===== config.mk =====
export PLATFORM = sky130hd
export DESIGN_NAME = olrp_mul
export DESIGN_NICKNAME = d
export VERILOG_FILES = /design/src/rtl/overlay_layer_rank_policy_unit_macros.svh /design/src/rtl/olrp_pkg.sv /design/src/rtl/olrp_mul.sv
export SDC_FILE = /design/constraint.sdc
export NUM_CORES = 2
export LEC_CHECK = 0
export CAP_MARGIN = 20
export CORE_ASPECT_RATIO = 1.4
export CORE_MARGIN = 2
export CORE_UTILIZATION = 65
export CTS_CLUSTER_SIZE = 14
export DETAILED_ROUTE_END_ITERATION = 8
export DONT_BUFFER_PORTS = 1
export PLACE_DENSITY = 0.9
export SYNTH_ARGS = -nofsm -noshare
export SYNTH_HDL_FRONTEND = slang
export SYNTH_SLANG_ARGS = --single-unit

===== constraint.sdc =====
create_clock -name clk -period 11.69 [get_ports clk]
set_input_delay 0.5845 -clock clk [delete_from_list [all_inputs] [get_ports clk]]
set_output_delay 0.5845 -clock clk [all_outputs]
set_load 0.05 [all_outputs]

===== src/rtl/overlay_layer_rank_policy_unit_macros.svh =====
// ----------------------------------------------------------------------------
// Overlay layer rank policy: assertion macros
// Concurrent checks that compile away for synthesis.
// ----------------------------------------------------------------------------
`ifndef OVERLAY_LAYER_RANK_POLICY_UNIT_MACROS_SVH
`define OVERLAY_LAYER_RANK_POLICY_UNIT_MACROS_SVH
`ifndef SYNTHESIS
`define OLRP_ASSERT_IMP(lbl, clk, rstn, ante, cons) \
    lbl: assert property (@(posedge clk) disable iff (!rstn) (ante) |-> (cons)) \
        else $error("olrp assertion failed");
`define OLRP_ASSERT_NXT(lbl, clk, rstn, ante, cons) \
    lbl: assert property (@(posedge clk) disable iff (!rstn) (ante) |=> (cons)) \
        else $error("olrp assertion failed");
`else
`define OLRP_ASSERT_IMP(lbl, clk, rstn, ante, cons)
`define OLRP_ASSERT_NXT(lbl, clk, rstn, ante, cons)
`endif
`endif


===== src/rtl/olrp_pkg.sv =====
// ----------------------------------------------------------------------------
// Overlay layer rank policy: package
// Sizes, codes, types and helpers shared by the block's modules.
// ----------------------------------------------------------------------------
package olrp_pkg;

    localparam int TABLE_ENTRIES = 16;
    localparam int HISTORY_LIMIT = 10;
    localparam int RING_CAP      = HISTORY_LIMIT + 1;
    localparam int RING_DEPTH    = TABLE_ENTRIES * RING_CAP;

    localparam int SLOT_W  = (TABLE_ENTRIES > 1) ? $clog2(TABLE_ENTRIES) : 1;
    localparam int RADDR_W = $clog2(RING_DEPTH);
    localparam int HEAD_W  = (RING_CAP > 1) ? $clog2(RING_CAP) : 1;
    localparam int CNT_W   = $clog2(RING_CAP + 1);
    localparam int SQ_W    = 2 * CNT_W;
    localparam int STAMP_W = 32;
    localparam int SUM_W   = 64;
    localparam int ID_W    = 64;
    localparam int RANK_W  = 5;
    localparam int MAXEN_W = 5;
    localparam int CFG_W   = 32;
    localparam int CIDX_W  = 2;
    localparam int G_W     = SUM_W + SQ_W;
    localparam int PROD_W  = 2 * SUM_W + SQ_W;

    localparam logic [1:0] OP_TICK   = 2'd0;
    localparam logic [1:0] OP_UPDATE = 2'd1;
    localparam logic [1:0] OP_DELETE = 2'd2;
    localparam logic [1:0] OP_QUERY  = 2'd3;

    localparam logic [1:0] ST_OK        = 2'd0;
    localparam logic [1:0] ST_FULL      = 2'd1;
    localparam logic [1:0] ST_NOT_FOUND = 2'd2;

    localparam logic [CIDX_W-1:0] CFG_MAX_ENABLED = CIDX_W'(0);
    localparam logic [CIDX_W-1:0] CFG_STALE_LIMIT = CIDX_W'(1);

    typedef enum logic [3:0] {
        S_IDLE,
        S_DECODE,
        S_POP1,
        S_POP2,
        S_PUSH,
        S_SCAN,
        S_MULA,
        S_MULB,
        S_FINAL,
        S_EMIT
    } state_t;

    typedef struct packed {
        logic             start;
        logic [SUM_W-1:0] f;
        logic [SUM_W-1:0] r;
        logic [SQ_W-1:0]  sq;
    } mul_req_t;

    function automatic logic [RADDR_W-1:0] ring_addr(input logic [SLOT_W-1:0] slot,
                                                     input logic [HEAD_W-1:0] pos);
        ring_addr = RADDR_W'(slot) * RADDR_W'(RING_CAP) + RADDR_W'(pos);
    endfunction

endpackage


===== src/rtl/olrp_mul.sv =====
// ----------------------------------------------------------------------------
// Overlay layer rank policy: score product unit
// Forms F * R * sq exactly: F * sq is formed at start, then one 32x32 multiplier runs six passes.
// ----------------------------------------------------------------------------
module olrp_mul (
    input  logic                               clk,
    input  logic                               rst_n,
    input  olrp_pkg::mul_req_t                 req,
    output logic                               done,
    output logic [olrp_pkg::PROD_W-1:0]        prod
);

    logic [2:0]                     step_reg;
    logic [olrp_pkg::G_W-1:0]       g_reg;
    logic [olrp_pkg::SUM_W-1:0]     r_reg;
    logic [63:0]                    part_reg;
    logic [1:0]                     sh_reg;
    logic [olrp_pkg::PROD_W-1:0]    acc_reg;
    logic                           done_reg;
    logic [2:0]                     k;
    logic [95:0]                    g_ext;
    logic [31:0]                    ga;
    logic [31:0]                    rb;
    logic [159:0]                   shifted;

    assign k       = step_reg - 3'd1;
    assign g_ext   = 96'(g_reg);
    assign rb      = k[0] ? r_reg[63:32] : r_reg[31:0];
    assign shifted = 160'(part_reg) << {sh_reg, 5'b0};

    always_comb
    begin
        unique case (k[2:1])
            2'd0:    ga = g_ext[31:0];
            2'd1:    ga = g_ext[63:32];
            2'd2:    ga = g_ext[95:64];
            default: ga = '0;
        endcase
    end

    always_ff @(posedge clk or negedge rst_n)
    begin
        if (!rst_n)
        begin
            step_reg <= 3'd0;
            done_reg <= 1'b0;
        end
        else
        begin
            done_reg <= (step_reg == 3'd7);
            if (req.start)
            begin
                step_reg <= 3'd1;
            end
            else if (step_reg != 3'd0)
            begin
                step_reg <= (step_reg == 3'd7) ? 3'd0 : step_reg + 3'd1;
            end
        end
    end

    // Each partial product is registered before it is added to the accumulation.
    always_ff @(posedge clk)
    begin
        if (req.start)
        begin
            g_reg   <= olrp_pkg::G_W'(req.f) * olrp_pkg::G_W'(req.sq);
            r_reg   <= req.r;
            acc_reg <= '0;
        end
        else if (step_reg != 3'd0)
        begin
            if (step_reg >= 3'd2)
            begin
                acc_reg <= acc_reg + shifted[olrp_pkg::PROD_W-1:0];
            end
            if (step_reg <= 3'd6)
            begin
                part_reg <= 64'(ga) * 64'(rb);
                sh_reg   <= k[2:1] + 2'(k[0]);
            end
        end
    end

    assign done = done_reg;
    assign prod = acc_reg;

endmodule


* After elaboration in Yosys (flattened, before gate mapping)
Cells that the tools add are included.
** Storage, ports and cells
- Register bits :: 342
- Bits of input ports :: 139
- Output and inout port bits :: 137
** Operators by class
- $add $sub $neg :: 4
- Multiply operators :: 2
- Magnitude comparators :: 2
- Equality and inequality tests :: 3
- Shift operators :: 1
- Multiplexer cells :: 5
- Bitwise operators :: 1
- Reductions and logical operators :: 5
** Operator list (count)
- $add 136x136->136 :: 1
- $shl 64x7->136 :: 1
- $pmux 32 s3 :: 1
- $mul 64x8->72 :: 1
- $mul 32x32->64 :: 1
- $mux 32 :: 1
- $mux 3 :: 3
- $add 3x1->3 const B :: 1
- $eq 3x3->1 const B :: 1
- $ge 3x2->1 const B :: 1
- $le 3x3->1 const B :: 1
- $reduce_and 3->1 :: 1
- $reduce_bool 3->1 :: 1
- $sub 3x1->3 const B :: 1
- $add 2x1->2 :: 1
- $eq 2x1->1 const B :: 1
- $eq 2x2->1 const B :: 1
- $logic_not 2->1 :: 1
- $reduce_and 2->1 :: 1
- $reduce_bool 2->1 :: 1
- $not 1->1 :: 1

* Longest topological paths before layout
- Depth after elaboration :: 4
- Mapped depth :: 41
- Depth with buffers taken out :: 33

* Worst setup path after synthesis
Ideal clock, no wire load.
- Path type :: register to register
- From :: register step_reg[0]
- To :: register part_reg[49] (data pin)
- Data arrival time :: 10102 ps
- Path slack :: 1325 ps
- Stages on the path, launching flop included :: 39
- Cells stage by stage :: dfrtp_1 clkbuf_1 clkbuf_1 buf_1 inv_1 ha_1 clkbuf_1 clkbuf_1 clkbuf_1 buf_1 mux2i_1 clkbuf_1 nand2_1 fa_1 inv_1 fa_1 fa_1 inv_1 (+3 left out) inv_1 fa_1 inv_1 fa_1 fa_1 ha_1 buf_2 and4_1 and3_1 and3_1 o2111ai_1 a22oi_1 a31oi_1 o21ai_1 a221oi_1 o41ai_1 a21oi_1 xnor2_1
** Between the ends
- Cells in the longest elaborated chain, start to end :: 4
** Ends and longest elaborated chain
- start: declaration :: RTL line olrp_mul.sv:13 : logic [2:0] step_reg;
- start signal: assignment :: RTL line olrp_mul.sv:57 : step_reg <= (step_reg == 3'd7) ? 3'd0 : step_reg + 3'd1;
- $sub 3x1->3 * :: RTL line olrp_mul.sv:26 : assign k = step_reg - 3'd1;
- $eq 2x2->1, or another cell as far along :: RTL line olrp_mul.sv:33 : unique case (k[2:1])
- $pmux 32 s3 :: RTL line olrp_mul.sv:33
- $mul 32x32->64 * :: RTL line olrp_mul.sv:79 : part_reg <= 64'(ga) * 64'(rb);
- end signal: assignment :: RTL line olrp_mul.sv:79
- end: declaration :: RTL line olrp_mul.sv:16 : logic [63:0] part_reg;
Every way passes the cells marked *; elsewhere a longest branch is shown, timed or not.
A chain may end at the register's enable or synchronous reset.

* Final worst setup path
- From :: register step_reg[1]
- To :: register part_reg[61] (data pin)
** Between the ends
- Cells in the longest elaborated chain, start to end :: 4
** Ends and longest elaborated chain (RTL line)
- $sub 3x1->3 * :: olrp_mul.sv:26
- $eq 2x2->1, or another cell as far along :: olrp_mul.sv:33
- $pmux 32 s3 * :: olrp_mul.sv:33
- $mul 32x32->64 * :: olrp_mul.sv:79
Marked as above.

==> results.md <==
- Via density: about 6.6
- RSZ-0062 raised after global routing: no
- Outcome: finished with violations
- CTS Buf Count: 39
- Fin Hold WS: between 0.04 and 0.05 ns
- Hold Crit Class: in -> reg
- Root buf cell: clkbuf_16
- Detailed Route Iter0 Violations: 6059
- Top cells by count, synth: fa_1 (1269), nand2_1 (1241), inv_1 (1239)
- Crit-path max FO: 28
- Detailed placer's ending HPWL: roughly 220000 µm
- Drt wl/cell: 29.7 µm
- Failing checks: DRC
- Synth Register Bits: about 340
- Multi-input logic area: 0.0555 mm²
- Final Cycle Share: between 90 and 100%
- Largest net degree at the start of global routing: 228
- # rows: between 100 and 150
- Initial antenna violation count: 50
- Worst Path Required: between 10 and 15 ns
- Syn Std Cell Area: ~0.070 mm²
- Die ar.: roughly 0.11 mm²
- PnR worst setup slack: 0.769 ns
- IO Pins: between 200 and 300
- Fmax: approximately 92 MHz
- Fin Setup TNS: 0 ns
- Layout Skew: 0.0534 ns
- Main synth FF type: edfxtp_1
- Synth warnings: 0
- DRC: 4
- Non-Filler Instances: around 9.4k
- CTS tree: yes
- Most used cell, CP: fa_1
- Pins Over Slew Limit: 0
- DR vias: 61.5k
- EDFF count, synth: slightly above 200
- Global-route usage over all layers: just over 50%
- CP Class: reg -> reg
- Number of flip-flops in the largest register: ~140
- IO Port Bufs: 0
- WL final: around 280000 µm
- Clock Pin Slew Worst Setup and Hold Paths: around 0.070 ns
- Clk_lat worst skew: 0.64 ns
- Hold Fails Final Rpt: 0
- Starting density of the core: around 66%
- Grt ovf: 0
- Most frequent cell after synthesis: fa_1
- Transition time of the tightest slew-check pin: 1.32 ns
- Crit path buf inv count: 8
- Core box area: ~0.11 mm²
- Fill cells: between 8k and 9k
- Mapped Nets: between 10k and 15k
- Slowest CP cell: ha_2
- Syn_area_per_cell: 8.65 µm²
- CP delay by family, top: adder cells
- CTS H-tree lvls: 2
- Layout cells sized above 1: 4.21%
- Seq/Total Area, Yosys: between 10% and 20%
- Max-cap violations: 0
- Crit path DAT: ~11 ns
- Global-route wire length before repair: a little over 400000 µm
- GP Congestion: between 1 and 1.5
- Cell variety after synth: a little over 90
- Ys async rst share: 1.17%
- Register Area: about 0.0089 mm²
- Min Tclk post-route: around 11 ns
- Synth top area share: a little over a third
- Antenna-violating nets left: 0
- Worst path max stage delay: about 0.81 ns
- Final net count: a little under 10k
- Clk sink count: 342
- Area grow syn2layout: 3.79%
- Nature of the critical path startpoint: flip-flop
- First drt pass iteration count: 9
- Top cell type by total area after synthesis: fa_1
- CP Capture Type: flip-flop
- Dpl ws: between 1 and 1.5 ns
- Largest cells by area after synthesis: fa_1 (36%), ha_1 (8.8%), edfxtp_1 (8.6%)
- Post-CTS repair timing setup buffer count: 0
- Post-Syn Instances: between 8k and 9k
- Clk buf depth: 3
- Vias in the first global route: between 60k and 70k
- Die H: between 300 and 400 µm
- Setup Viol. Count Final: 0
- Placed Cells: between 9k and 10k
- Worst rel slew slack: between 10% and 20%
- Die width: roughly 280 µm
[kinds of logic after synthesis]
kind of cell / after synthesis / share of synthesized area (%)
muxes: 149 / 2.23
and+or+nand+nor: 2735 / 17.1
AOI/OAI and AO/OA: 1236 / 11.2
buffers and inverters: 1681 / 8.98
adders and majority gates: 1763 / 44.8
xor gates and xnor gates: 244 / 3.03
DFF: 342 / 12.6
[placed cells by master, fill, tap and decap left out, types with 21 or more instances in the layout]
| cell type | instances |
|---|---|
| fa_1 | 1269 |
| a21o_1 | 187 |
| clkbuf_16 | 40 |
| diode_2 | 43 |
| nand4_1 | 110 |
| nand3_1 | 61 |
| a211oi_1 | 31 |
| nor2_1 | 743 |
| and2_1 | 281 |
| nand2b_1 | 26 |
| o31ai_1 | 22 |
| ha_1 | 493 |
| or3_1 | 21 |
| nor3_1 | 69 |
| o21bai_1 | 65 |
| edfxtp_1 | 202 |
| inv_1 | 1239 |
| o21ai_0 | 233 |
| xor2_1 | 88 |
| mux2i_1 | 61 |
| nand2_1 | 1241 |
| dfxtp_1 | 136 |
| and3_1 | 32 |
| buf_4 | 116 |
| a31oi_1 | 21 |
| xnor2_1 | 153 |
| nor2b_1 | 69 |
| a22o_1 | 34 |
| mux2_2 | 64 |
| a21oi_1 | 434 |
| o21a_1 | 46 |
[per-layer routing]
metal / up-vias / GRT usage, % / wire length (µm)
met3: 1912 / 19.4 / 32300
met4: 18 / 55.8 / 39500
met5: - / 1.15 / 152
li1: 25400 / - / -
met1: 29800 / 48.7 / 79900
met2: 4477 / 80.6 / 127000
[layout make-up]
class / count / share of cell area, %
Antenna cell: 43 / 0.147
Clock buffer: 48 / 1.44
Clock inverter: 24 / 0.267
Inverter: 1239 / 6.36
Multi-Input combinational cell: 6127 / 75.9
Sequential cell: 342 / 12.2
Tap cell: 1440 / 2.46
Timing Repair Buffer: 123 / 1.32
[path summary, 6_finish.rpt]
path                                         start                 endpoint  slack [ns]  cells past startpoint
max in group asynchronous                    rst_n  step_reg[0]$_DFFE_PN0P_       10.63                      1
min                                        req[64]      r_reg[56]$_DFFE_PP_        0.05                      0
min reg2reg                  prod[33]$_SDFFE_PP0P_    prod[33]$_SDFFE_PP0P_        0.72                      2
max reg2reg                step_reg[1]$_DFFE_PN0P_   part_reg[61]$_DFFE_PP_        0.77                     32
max                        step_reg[1]$_DFFE_PN0P_   part_reg[61]$_DFFE_PP_        0.77                     32
min in group asynchronous                    rst_n           done$_DFF_PN0_        0.48                      1
[timing repair]
action	in CTS	in global routing
gates resized for setup	0	0
endpoints found under the hold margin	4	0
hold buffers	1	0
[per-stage QoR]
stage | util (%) | instance area, µm²
after floorplan | - | 70500
after global routing | 68.1 | 73100
after detailed placement | 66.8 | 71700
after CTS | 68.0 | 73000
after global placement | 66.8 | 71700
final | 68.2 | 73100
Power is not shown: default switching activity piles up to over one toggle a cycle in this logic, so the estimate is an artifact.
